[src/sv/tzifp_pkg.sv]
// shared types and constants for the tzif v1 stream parser
`default_nettype none

package tzifp_pkg;

	localparam int DEF_MAX_TRANSITIONS = 1024;
	localparam int DEF_MAX_TYPES       = 256;
	localparam int DEF_MAX_ABBR_CHARS  = 256;

	localparam int WORD_W  = 32;
	localparam int SKIP_W  = 36;
	localparam int POS_W   = 6;
	localparam int LANE_W  = 3;
	localparam int INDEX_W = 10;

	localparam int QUEUE_DEPTH = 4;
	localparam int QPTR_W      = $clog2(QUEUE_DEPTH);
	localparam int QCNT_W      = $clog2(QUEUE_DEPTH + 1);

	localparam logic [2:0] KIND_TIME    = 3'd0;
	localparam logic [2:0] KIND_TTYPE   = 3'd1;
	localparam logic [2:0] KIND_TINFO   = 3'd2;
	localparam logic [2:0] KIND_ABBR    = 3'd3;
	localparam logic [2:0] KIND_VERDICT = 3'd4;

	localparam logic [7:0] MAGIC [4] = '{8'h54, 8'h5A, 8'h69, 8'h66};
	localparam logic [7:0] VER_1 = 8'h00;
	localparam logic [7:0] VER_2 = 8'h32;
	localparam logic [7:0] VER_3 = 8'h33;
	localparam logic [7:0] VER_4 = 8'h34;

	localparam logic [POS_W-1:0] POS_MAGIC_END = 6'd4;
	localparam logic [POS_W-1:0] POS_VERSION   = 6'd4;
	localparam logic [POS_W-1:0] POS_COUNTS    = 6'd20;
	localparam logic [POS_W-1:0] POS_ISUT_END  = 6'd23;
	localparam logic [POS_W-1:0] POS_ISSTD_END = 6'd27;
	localparam logic [POS_W-1:0] POS_LEAP_END  = 6'd31;
	localparam logic [POS_W-1:0] POS_TIME_END  = 6'd35;
	localparam logic [POS_W-1:0] POS_TYPE_END  = 6'd39;
	localparam logic [POS_W-1:0] POS_HDR_LAST  = 6'd43;

	localparam logic [LANE_W-1:0] LANE_TIME_LAST = 3'd3;
	localparam logic [LANE_W-1:0] LANE_TINFO_DST = 3'd4;

	typedef struct packed {
		logic [7:0] data_byte;
		logic       final_byte;
	} item_t;

	typedef struct packed {
		logic [2:0]         record_kind;
		logic [9:0]         entry_index;
		logic signed [31:0] time_or_offset;
		logic [7:0]         type_ref;
		logic               is_dst;
		logic [7:0]         abbr_char;
		logic               accepted;
		logic [10:0]        transition_total;
		logic [8:0]         type_total;
		logic [8:0]         abbr_total;
		logic               run_end;
	} result_t;

	typedef struct packed {
		logic    first_valid;
		result_t first;
		logic    second_valid;
		result_t second;
	} push_t;

endpackage

`default_nettype wire

[src/sv/tzifp_parse.sv]
// input register, parse state and record formation for one byte per cycle while the result queue has room
`default_nettype none

module tzifp_parse #(
	parameter int MAX_TRANSITIONS = tzifp_pkg::DEF_MAX_TRANSITIONS,
	parameter int MAX_TYPES       = tzifp_pkg::DEF_MAX_TYPES,
	parameter int MAX_ABBR_CHARS  = tzifp_pkg::DEF_MAX_ABBR_CHARS
) (
	input  wire logic             clk,
	input  wire logic             arst_n,
	input  wire logic             item_valid,
	input  wire tzifp_pkg::item_t item,
	output logic                  item_stall,
	input  wire logic             room,
	output tzifp_pkg::push_t      push
);
	import tzifp_pkg::*;

	localparam int CNT_MAX_TT = (MAX_TRANSITIONS > MAX_TYPES) ? MAX_TRANSITIONS : MAX_TYPES;
	localparam int CNT_MAX = (CNT_MAX_TT > MAX_ABBR_CHARS) ? CNT_MAX_TT : MAX_ABBR_CHARS;
	localparam int CNT_W = $clog2(CNT_MAX + 1);

	typedef enum logic [2:0] {
		SEC_HEADER,
		SEC_TIMES,
		SEC_TTYPES,
		SEC_TINFO,
		SEC_ABBR,
		SEC_SKIP,
		SEC_DONE
	} sec_t;

	logic              valid_s1;
	item_t             item_s1;
	logic              advance;

	sec_t              sec_q, sec_d;
	logic [POS_W-1:0]  pos_q, pos_d;
	logic [WORD_W-1:0] word_q, word_d;
	logic [WORD_W-1:0] tcnt_q, tcnt_d;
	logic [WORD_W-1:0] kcnt_q, kcnt_d;
	logic [WORD_W-1:0] ccnt_q, ccnt_d;
	logic [SKIP_W-1:0] skip_q, skip_d;
	logic [CNT_W-1:0]  ent_q, ent_d;
	logic [LANE_W-1:0] lane_q, lane_d;
	logic              dst_q, dst_d;
	logic              rej_q, rej_d;

	logic [7:0]        b;
	logic              fin;
	logic [WORD_W-1:0] shifted;
	logic [CNT_W-1:0]  ent_inc;
	logic              body_v;
	result_t           body_r;
	result_t           verdict_r;
	logic              ok;

	assign advance    = valid_s1 && room;
	assign item_stall = valid_s1 && !room;

	always_ff @(posedge clk or negedge arst_n) begin
		if (!arst_n) begin
			valid_s1 <= 1'b0;
		end else if (item_valid && !item_stall) begin
			valid_s1 <= 1'b1;
		end else if (advance) begin
			valid_s1 <= 1'b0;
		end
	end

	always_ff @(posedge clk) begin
		if (item_valid && !item_stall) begin
			item_s1 <= item;
		end
	end

	always_comb begin
		sec_d   = sec_q;
		pos_d   = pos_q;
		word_d  = word_q;
		tcnt_d  = tcnt_q;
		kcnt_d  = kcnt_q;
		ccnt_d  = ccnt_q;
		skip_d  = skip_q;
		ent_d   = ent_q;
		lane_d  = lane_q;
		dst_d   = dst_q;
		rej_d   = rej_q;
		body_v  = 1'b0;
		body_r  = '0;
		b       = item_s1.data_byte;
		fin     = item_s1.final_byte;
		shifted = {word_q[WORD_W-9:0], b};
		ent_inc = ent_q + 1'b1;

		body_r.entry_index = INDEX_W'(ent_q);
		body_r.run_end     = !fin;

		if (!rej_q) begin
			unique case (sec_q)
				SEC_HEADER: begin
					if (pos_q < POS_MAGIC_END && b != MAGIC[pos_q[1:0]]) begin
						rej_d = 1'b1;
					end
					if (pos_q == POS_VERSION && b != VER_1 && b != VER_2 &&
					    b != VER_3 && b != VER_4) begin
						rej_d = 1'b1;
					end
					word_d = shifted;
					if (pos_q >= POS_COUNTS && pos_q[1:0] == 2'd3) begin
						unique case (pos_q)
							POS_ISUT_END:  skip_d = SKIP_W'(shifted);
							POS_ISSTD_END: skip_d = skip_q + SKIP_W'(shifted);
							POS_LEAP_END:  skip_d = skip_q + {1'b0, shifted, 3'b000};
							POS_TIME_END:  tcnt_d = shifted;
							POS_TYPE_END:  kcnt_d = shifted;
							default:       ccnt_d = shifted;
						endcase
					end
					pos_d = pos_q + 1'b1;
					if (pos_q == POS_HDR_LAST && !rej_d) begin
						if (tcnt_q > WORD_W'(MAX_TRANSITIONS) || kcnt_q == '0 ||
						    kcnt_q > WORD_W'(MAX_TYPES) ||
						    shifted > WORD_W'(MAX_ABBR_CHARS)) begin
							rej_d = 1'b1;
						end else begin
							ent_d  = '0;
							lane_d = '0;
							sec_d  = (tcnt_q != '0) ? SEC_TIMES : SEC_TINFO;
						end
					end
				end
				SEC_TIMES: begin
					word_d = shifted;
					if (lane_q == LANE_TIME_LAST) begin
						body_v                = 1'b1;
						body_r.record_kind    = KIND_TIME;
						body_r.time_or_offset = $signed(shifted);
						lane_d                = '0;
						ent_d                 = ent_inc;
						if (WORD_W'(ent_inc) >= tcnt_q) begin
							ent_d = '0;
							sec_d = SEC_TTYPES;
						end
					end else begin
						lane_d = lane_q + 1'b1;
					end
				end
				SEC_TTYPES: begin
					if (WORD_W'(b) >= kcnt_q) begin
						rej_d = 1'b1;
					end else begin
						body_v             = 1'b1;
						body_r.record_kind = KIND_TTYPE;
						body_r.type_ref    = b;
						ent_d              = ent_inc;
						if (WORD_W'(ent_inc) >= tcnt_q) begin
							ent_d  = '0;
							lane_d = '0;
							sec_d  = SEC_TINFO;
						end
					end
				end
				SEC_TINFO: begin
					if (lane_q < LANE_TINFO_DST) begin
						word_d = shifted;
						lane_d = lane_q + 1'b1;
					end else if (lane_q == LANE_TINFO_DST) begin
						dst_d  = (b != 8'd0);
						lane_d = lane_q + 1'b1;
					end else if (WORD_W'(b) >= ccnt_q) begin
						rej_d = 1'b1;
					end else begin
						body_v                = 1'b1;
						body_r.record_kind    = KIND_TINFO;
						body_r.time_or_offset = $signed(word_q);
						body_r.type_ref       = b;
						body_r.is_dst         = dst_q;
						lane_d                = '0;
						ent_d                 = ent_inc;
						if (WORD_W'(ent_inc) >= kcnt_q) begin
							ent_d = '0;
							if (ccnt_q != '0) begin
								sec_d = SEC_ABBR;
							end else begin
								sec_d = (skip_q != '0) ? SEC_SKIP : SEC_DONE;
							end
						end
					end
				end
				SEC_ABBR: begin
					body_v             = 1'b1;
					body_r.record_kind = KIND_ABBR;
					body_r.abbr_char   = b;
					ent_d              = ent_inc;
					if (WORD_W'(ent_inc) >= ccnt_q) begin
						ent_d  = '0;
						lane_d = '0;
						sec_d  = (skip_q != '0) ? SEC_SKIP : SEC_DONE;
					end
				end
				SEC_SKIP: begin
					if (skip_q != '0) begin
						skip_d = skip_q - 1'b1;
					end
					if (skip_q <= SKIP_W'(1)) begin
						sec_d = SEC_DONE;
					end
				end
				SEC_DONE: begin
				end
				default: begin
				end
			endcase
		end

		ok = !rej_d && sec_d == SEC_DONE;
		verdict_r                  = '0;
		verdict_r.record_kind      = KIND_VERDICT;
		verdict_r.accepted         = ok;
		verdict_r.transition_total = ok ? 11'(tcnt_q) : '0;
		verdict_r.type_total       = ok ? 9'(kcnt_q) : '0;
		verdict_r.abbr_total       = ok ? 9'(ccnt_q) : '0;
		verdict_r.run_end          = 1'b1;

		// end of file: back to the start state for the next file
		if (fin) begin
			sec_d  = SEC_HEADER;
			pos_d  = '0;
			word_d = '0;
			tcnt_d = '0;
			kcnt_d = '0;
			ccnt_d = '0;
			skip_d = '0;
			ent_d  = '0;
			lane_d = '0;
			dst_d  = 1'b0;
			rej_d  = 1'b0;
		end

		push.first_valid  = advance && (body_v || fin);
		push.first        = body_v ? body_r : verdict_r;
		push.second_valid = advance && body_v && fin;
		push.second       = verdict_r;
	end

	always_ff @(posedge clk or negedge arst_n) begin
		if (!arst_n) begin
			sec_q  <= SEC_HEADER;
			pos_q  <= '0;
			word_q <= '0;
			tcnt_q <= '0;
			kcnt_q <= '0;
			ccnt_q <= '0;
			skip_q <= '0;
			ent_q  <= '0;
			lane_q <= '0;
			dst_q  <= 1'b0;
			rej_q  <= 1'b0;
		end else if (advance) begin
			sec_q  <= sec_d;
			pos_q  <= pos_d;
			word_q <= word_d;
			tcnt_q <= tcnt_d;
			kcnt_q <= kcnt_d;
			ccnt_q <= ccnt_d;
			skip_q <= skip_d;
			ent_q  <= ent_d;
			lane_q <= lane_d;
			dst_q  <= dst_d;
			rej_q  <= rej_d;
		end
	end

endmodule

`default_nettype wire

[src/sv/tzifp_outq.sv]
// result queue taking up to two records per cycle and sending one per cycle while result_stall is low
`default_nettype none

module tzifp_outq (
	input  wire logic             clk,
	input  wire logic             arst_n,
	input  wire tzifp_pkg::push_t push,
	output logic                  room,
	output logic                  result_valid,
	output tzifp_pkg::result_t    result,
	input  wire logic             result_stall
);
	import tzifp_pkg::*;

	result_t           mem_q [QUEUE_DEPTH];
	logic [QPTR_W-1:0] wr_q;
	logic [QPTR_W-1:0] rd_q;
	logic [QCNT_W-1:0] count_q;
	logic [QCNT_W-1:0] npush;
	logic              pop;

	assign npush        = QCNT_W'(push.first_valid) + QCNT_W'(push.second_valid);
	assign pop          = result_valid && !result_stall;
	assign result_valid = (count_q != '0);
	assign result       = mem_q[rd_q];
	assign room         = (count_q <= QCNT_W'(QUEUE_DEPTH - 2));

	always_ff @(posedge clk) begin
		if (push.first_valid) begin
			mem_q[wr_q] <= push.first;
		end
		if (push.second_valid) begin
			mem_q[QPTR_W'(wr_q + 1'b1)] <= push.second;
		end
	end

	always_ff @(posedge clk or negedge arst_n) begin
		if (!arst_n) begin
			wr_q    <= '0;
			rd_q    <= '0;
			count_q <= '0;
		end else begin
			wr_q    <= wr_q + QPTR_W'(npush);
			count_q <= count_q + npush - QCNT_W'(pop);
			if (pop) begin
				rd_q <= rd_q + 1'b1;
			end
		end
	end

endmodule

`default_nettype wire

[src/sv/tzif_v1_stream_parser_top.sv]
// top level of the tzif v1 stream parser
//
//   channel  direction  payload    handshake
//   item     in         item_t     item_valid / item_stall
//   result   out        result_t   result_valid / result_stall
//
// one byte per cycle while the result queue has room; a byte's records are formed from the input register
// the input register advances when the result queue has two free slots
// a final byte that completes a record gives two results, the record and the verdict, pushed together
// asynchronous reset returns to the start of a file, no clearing pass
// item_stall rises only while the result queue has fewer than two free slots
`default_nettype none

module tzif_v1_stream_parser_top #(
	parameter int MAX_TRANSITIONS = tzifp_pkg::DEF_MAX_TRANSITIONS,
	parameter int MAX_TYPES       = tzifp_pkg::DEF_MAX_TYPES,
	parameter int MAX_ABBR_CHARS  = tzifp_pkg::DEF_MAX_ABBR_CHARS
) (
	input  wire logic             clk,
	input  wire logic             arst_n,
	input  wire logic             item_valid,
	input  wire tzifp_pkg::item_t item,
	output logic                  item_stall,
	output logic                  result_valid,
	output tzifp_pkg::result_t    result,
	input  wire logic             result_stall
);
	import tzifp_pkg::*;

	push_t push;
	logic  room;

	tzifp_parse #(
		.MAX_TRANSITIONS (MAX_TRANSITIONS),
		.MAX_TYPES       (MAX_TYPES),
		.MAX_ABBR_CHARS  (MAX_ABBR_CHARS)
	) u_parse (
		.clk        (clk),
		.arst_n     (arst_n),
		.item_valid (item_valid),
		.item       (item),
		.item_stall (item_stall),
		.room       (room),
		.push       (push)
	);

	tzifp_outq u_outq (
		.clk          (clk),
		.arst_n       (arst_n),
		.push         (push),
		.room         (room),
		.result_valid (result_valid),
		.result       (result),
		.result_stall (result_stall)
	);

endmodule

`default_nettype wire
[config.mk]
export PLATFORM = sky130hd
export DESIGN_NAME = tzif_v1_stream_parser_top
export DESIGN_NICKNAME = d
export VERILOG_FILES = /design/src/sv/tzifp_pkg.sv /design/src/sv/tzifp_parse.sv /design/src/sv/tzifp_outq.sv /design/src/sv/tzif_v1_stream_parser_top.sv
export SDC_FILE = /design/constraint.sdc
export NUM_CORES = 1
export LEC_CHECK = 0
export BUFFER_PORTS_ARGS = -buffer_cell sky130_fd_sc_hd__buf_2
export CORE_UTILIZATION = 68
export CTS_CLUSTER_SIZE = 20
export DETAILED_ROUTE_END_ITERATION = 6
export HOLD_SLACK_MARGIN = 0.06
export PLACE_DENSITY = 0.95
export SETUP_SLACK_MARGIN = 0.05
export SLEW_MARGIN = 25
export SYNTH_ARGS = -nofsm -noshare
export SYNTH_HDL_FRONTEND = slang
export SYNTH_HIERARCHICAL = 1
export SYNTH_SLANG_ARGS = --single-unit
export TNS_END_PERCENT = 50
[constraint.sdc]
create_clock -name clk -period 31.4 [get_ports clk]
set_clock_uncertainty 0.1 [all_clocks]
set_input_delay 7.85 -clock clk [delete_from_list [all_inputs] [get_ports clk]]
set_output_delay 7.85 -clock clk [all_outputs]
set_load 0.02 [all_outputs]
Word-level counts from Yosys, hierarchy flattened:

Memories as Yosys holds them, arrays and structs flattened.
Cells that the tools add are included.

* register bits after elaboration: 206
* bits in writable memories: 372
* bits of input ports: 13
* output and inout port bits: 95
* memories: 1

* add/subtract/negate cells: 12
* order comparisons: 14
* equality and inequality tests: 37
* multiplexer cells: 125
* bitwise operators: 1
* reduce and logical (&&, ||, !) cells: 53

Memory list
* u_outq.mem_q: depth 4, width 93, read ports 1, clocked after memory_dff 0, write ports 2, RTL line tzifp_outq.sv:15 `result_t mem_q [QUEUE_DEPTH];`

Operators by type and width (number)
* $mux W32: 19
* $mux W36: 4
* $mux W11: 13
* $pmux W32 S2: 2
* $mux W41: 3
* $pmux W36 S3: 1
* $ge A11 B32 Y1: 3
* $mux W93: 1
* $mux W3: 29
* $pmux W36 S2: 1
* $ge A8 B32 Y1: 2
* $gt A32 B9 Y1 const B: 2
* $reduce_bool A32 Y1: 2
* $pmux W11 S5: 1
* $mux W49: 1
* $add A36 B32 Y36: 1
* $add A36 B35 Y36: 1
* $le A36 B1 Y1 const B: 1
* $reduce_bool A36 Y1: 1
* $sub A36 B1 Y36 const B: 1
* $gt A32 B11 Y1 const B: 1
* $logic_not A32 Y1: 1
* $mux W8: 4
* $mux W1: 31
* 54 further kinds: 116

Longest topological paths before layout:

* word-level depth: 19
* depth in mapped cells: 21

Hierarchy:

The synthesis kept the hierarchy.

By module, submodules not included
* tzifp_outq: instances 1, cells each 940, area an instance 18288.8 um^2, seq. area each 11345.9 um^2
* tzifp_parse: instances 1, cells each 2043, area an instance 16218.1 um^2, seq. area each 5024.8 um^2

Worst setup path before layout:

OpenSTA, ideal clock, no wires.

* kind: register to register
* start point: register u_parse.item_s1 (netlist bit u_parse/b[0])
* end point: memory u_outq/mem_q[0][0] (netlist name) (enable)
* setup time: 0.673 ns
* arrival time: 9.780 ns
* required time: 30.627 ns
* setup slack: 20.847 ns
* stages on the path, launching flop included: 15
* buffers on the path: 0
* path through: edfxtp_1 inv_1 ha_1 nand2b_1 a21o_1 a21o_1 a21oi_1 o21ai_0 a2111oi_1 nor2_1 a31oi_1 inv_1 a21oi_1 nand2b_1 o21ai_0

RTL lines
* start, declared: RTL line tzifp_parse.sv:34 `item_t item_s1;`
* start signal, assigned: RTL line tzifp_parse.sv:73 `item_s1 <= item;`
* end, declared: RTL line tzifp_outq.sv:15

==> impl_metrics.tcl <==
set metrics [dict create \
    status "finished, violations left" \
    violations "design-rule violations" \
    hold_path.class "reg2reg" \
    cp-startpoint "u_outq/rd_q[0]" \
    avgSynthCellArea_um2 11.6 \
    power_leakage_nw 14.9 \
    synthToLayoutAreaGrowth_pct 7.56 \
    place_area_mm2 0.0353 \
    crit_required_ns 23.45 \
    cp-endpoint "result[51]" \
    clock_sinks 578 \
    clock_latency_ns 0.63 \
    min_period_over_period_pct 35.6 \
    critPathLaunchType "flop" \
    cts_setup_buffers 0 \
    hold_viol_final 0 \
    std_cell_rows 82 \
    path_max_fanout 51 \
    rr_worst_depth 17 \
    seqPwrFrac_pct 40.3 \
    ioPinCount 108 \
    antenna_found_initial 4 \
    ys_seq_elements 578 \
    cts_buffers 54 \
    ir_drop_mv 0.0469 \
    yosys_most_used_dff "edfxtp_1" \
    drc 11 \
    tightestPinTransition_ns 1.12 \
    floorplan.core_area_mm2 0.0501 \
    pwr-share-clk_pct 26.6 \
    htree_levels 2 \
    period_minus_slack_ns 11.18 \
    netlist_top_cells_area "edfxtp_1 (33%), dfrtp_1 (14%), mux2_2 (9.9%)" \
    portBuffers 107 \
    syn_area_mm2 0.0345 \
    grtUsageMet2_pct 64.4 \
    dp_hpwl_um 65800 \
    synthArstFlopShare_pct 34.1 \
    p_sw_share_pct 37.5 \
    wirelength_um 105000 \
    cts_resized 0 \
    combPwrFrac_pct 33.1 \
    r2r_slack_ns 24.43 \
    slew_headroom_pct 25.4 \
    worstSetupPathType "reg2out" \
    yosys.cell_types.count 87 \
    drive_gt1_share_pct 22.0 \
    dieArea_mm2 0.0516 \
    switching_power_mw 0.949 \
    ant_nets 0 \
    instances_no_fill 3741 \
    hold_buffers 0 \
    ys_warn_count 6 \
    grtUsageMet1_pct 50.1 \
    fin_nets 3162 \
    grt_max_degree 121 \
    worst_r2r_startpoint "u_parse/b[0]" \
    maxCapViolCount 0 \
    start_util_pct 68.9 \
    p_per_area_mw_per_mm2 68.1 \
    first_pass_iters 7 \
    slew_viol_final 0 \
    yosysSeqAreaShare_pct 47.4 \
    synth_edf_count 381 \
    synth_top_cell_by_area "edfxtp_1" \
    tritoncts "built" \
    globalRouteMet3Util_pct 10.6 \
    timing.rr.end "u_outq/mem_q[2][66]" \
    dp_cells 3634 \
    grt_pass1_vias 27500 \
    cp.arrival_ns 3.23 \
    fillCellCount 2888 \
    route.vias.total 27500 \
    setup_tns_ns 0 \
    max-clock-path-buffers 3 \
    grt_overflow 0 \
    setup_violations 0 \
    grt_pass1_wl_um 160000 \
    synth_top_area_share_pct 33.2 \
    p_int_mw 1.58 \
    drt_iter0_drc 4186 \
    endpoint_kind "output port" \
    synthCells 2983 \
    die_h_um 227 \
    cts.reportedPaths.clkPinSlew_ns 0.07 \
    postLayoutCoreUtil_pct 74.1 \
    max_freq_ghz 0.0895 \
    finalWeightedCongestion 0.971 \
    grt_busiest_layer "met2" \
    wire_per_inst_um 28.1 \
    fin_area_mm2 0.0371 \
    cts-root-buf "clkbuf_16" \
    vias_per_cell 7.34 \
    rsz0062_at_grt "false" \
    die_w_um 227 \
    grt.total_usage_pct 40.9 \
]
synth_stat cells (all sizes together), types with 29 or more instances:
master	number
nand3	134
nand2	177
ha	128
inv	77
a21oi	126
nor4	39
dfrtp	197
and3	42
edfxtp	381
buf	139
clkbuf	99
nor3	44
nand2b	30
mux4	93
and2	68
mux2	373
nor2	152
o21ai	245
a21o	47
a22oi	33
xor2	29
xnor2	46
cell usage in the layout, fill, tap and decap left out, types with 36 or more instances in the layout:
| cell | n |
|---|---|
| a21oi_1 | 125 |
| o21ai_0 | 231 |
| nor4_1 | 36 |
| inv_1 | 76 |
| mux4_2 | 93 |
| nor2_1 | 149 |
| buf_2 | 106 |
| nor3_1 | 44 |
| mux2_1 | 70 |
| xnor2_1 | 46 |
| clkbuf_16 | 58 |
| buf_4 | 46 |
| and3_1 | 41 |
| dfrtp_1 | 195 |
| mux2_2 | 303 |
| a21o_1 | 47 |
| nand3_1 | 131 |
| and2_1 | 66 |
| ha_1 | 128 |
| nand2_1 | 175 |
| conb_1 | 63 |
| edfxtp_1 | 381 |
worst max-delay path, cell delays in order, from the launching register on:
cell	delay, ns
dfrtp_4	1.04
buf_6	0.63
mux4_2	0.64
buf_2	0.18
power groups by stage:
| stage | logic (mW) | clock network (mW) | registers, mW |
|---|---|---|---|
| finish | 0.836 | 0.673 | 1.02 |
| global route | 0.884 | 0.700 | 1.02 |
| CTS | 0.814 | 0.670 | 1.01 |
| detailed placement | 0.797 | 0 | 1.02 |
| global placement | 0.765 | 0 | 1.01 |
| floorplan | 0.590 | 0 | 0.965 |
worst min-delay path by stage:
| stage | endpoint | slack, ns | from | cells past startpoint |
|---|---|---|---|---|
| 6_report | u_parse/ccnt_q[9] | 0.42 | u_parse/ccnt_q[9] | 2 |
| 5_1_grt | u_outq/count_q[2] | 0.43 | u_outq/count_q[2] | 1 |
| 4_1_cts | u_parse/word_q[29] | 0.41 | u_parse/word_q[29] | 2 |
| 3_5_place_dp | u_parse/word_q[30] | 0.39 | u_parse/word_q[30] | 2 |
| 3_3_place_gp | u_parse/word_q[30] | 0.37 | u_parse/word_q[30] | 2 |
| 2_1_floorplan | u_parse/word_q[24] | 0.35 | u_parse/word_q[24] | 2 |
layout make-up:
cell class | count | area, µm² | share of cell area, %
multi-input combinational | 2150 | 16900 | 45.4
sequential | 578 | 16400 | 44.1
clock buffer | 85 | 1660 | 4.48
timing repair buffer | 156 | 925 | 2.49
tap | 672 | 841 | 2.27
inverter | 78 | 293 | 0.789
clock inverter | 17 | 140 | 0.378
antenna | 5 | 12.5 | 0.0337
per-stage QoR:
stage / hold WS (ns) / worst slack (ns) / total power, mW
global placement: 0.365 / 20.71 / 1.78
CTS: 0.414 / 19.85 / 2.49
detailed placement: 0.392 / 20.52 / 1.82
finish: 0.419 / 20.22 / 2.53
floorplan: 0.350 / 20.85 / 1.55
global route: 0.427 / 20.01 / 2.61
state kept, by name, indices dropped and copies added, names as in the netlist, 3 cells and up:
register,count
u_outq/count_q,3
u_outq/mem_q,372
u_parse/b,8
u_parse/ccnt_q,32
u_parse/ent_q,11
u_parse/kcnt_q,32
u_parse/lane_q,3
u_parse/pos_q,6
u_parse/sec_q,3
u_parse/skip_q,36
u_parse/tcnt_q,32
u_parse/word_q,32
cell families (layout without fill, tap and decap cells):
family	count (synthesis)	in the layout	share of synthesized area (%)
fa+ha+maj	131	131	4.82
buf+inv	316	336	4.71
compound gates	639	639	11.5
mux	471	471	18.4
xor+xnor	75	75	1.90
simple gates	771	771	11.2
flops	578	578	47.4
other cells	2	68	0.0218
per-layer routing:
metal | part of all wire, % | wire (µm)
met1 | 34 | 35200
met2 | 46 | 48400
met3 | 13 | 13200
met4 | 7.8 | 8170
met5 | 0.012 | 13
Note: power is estimated with default switching activity, not from simulation.
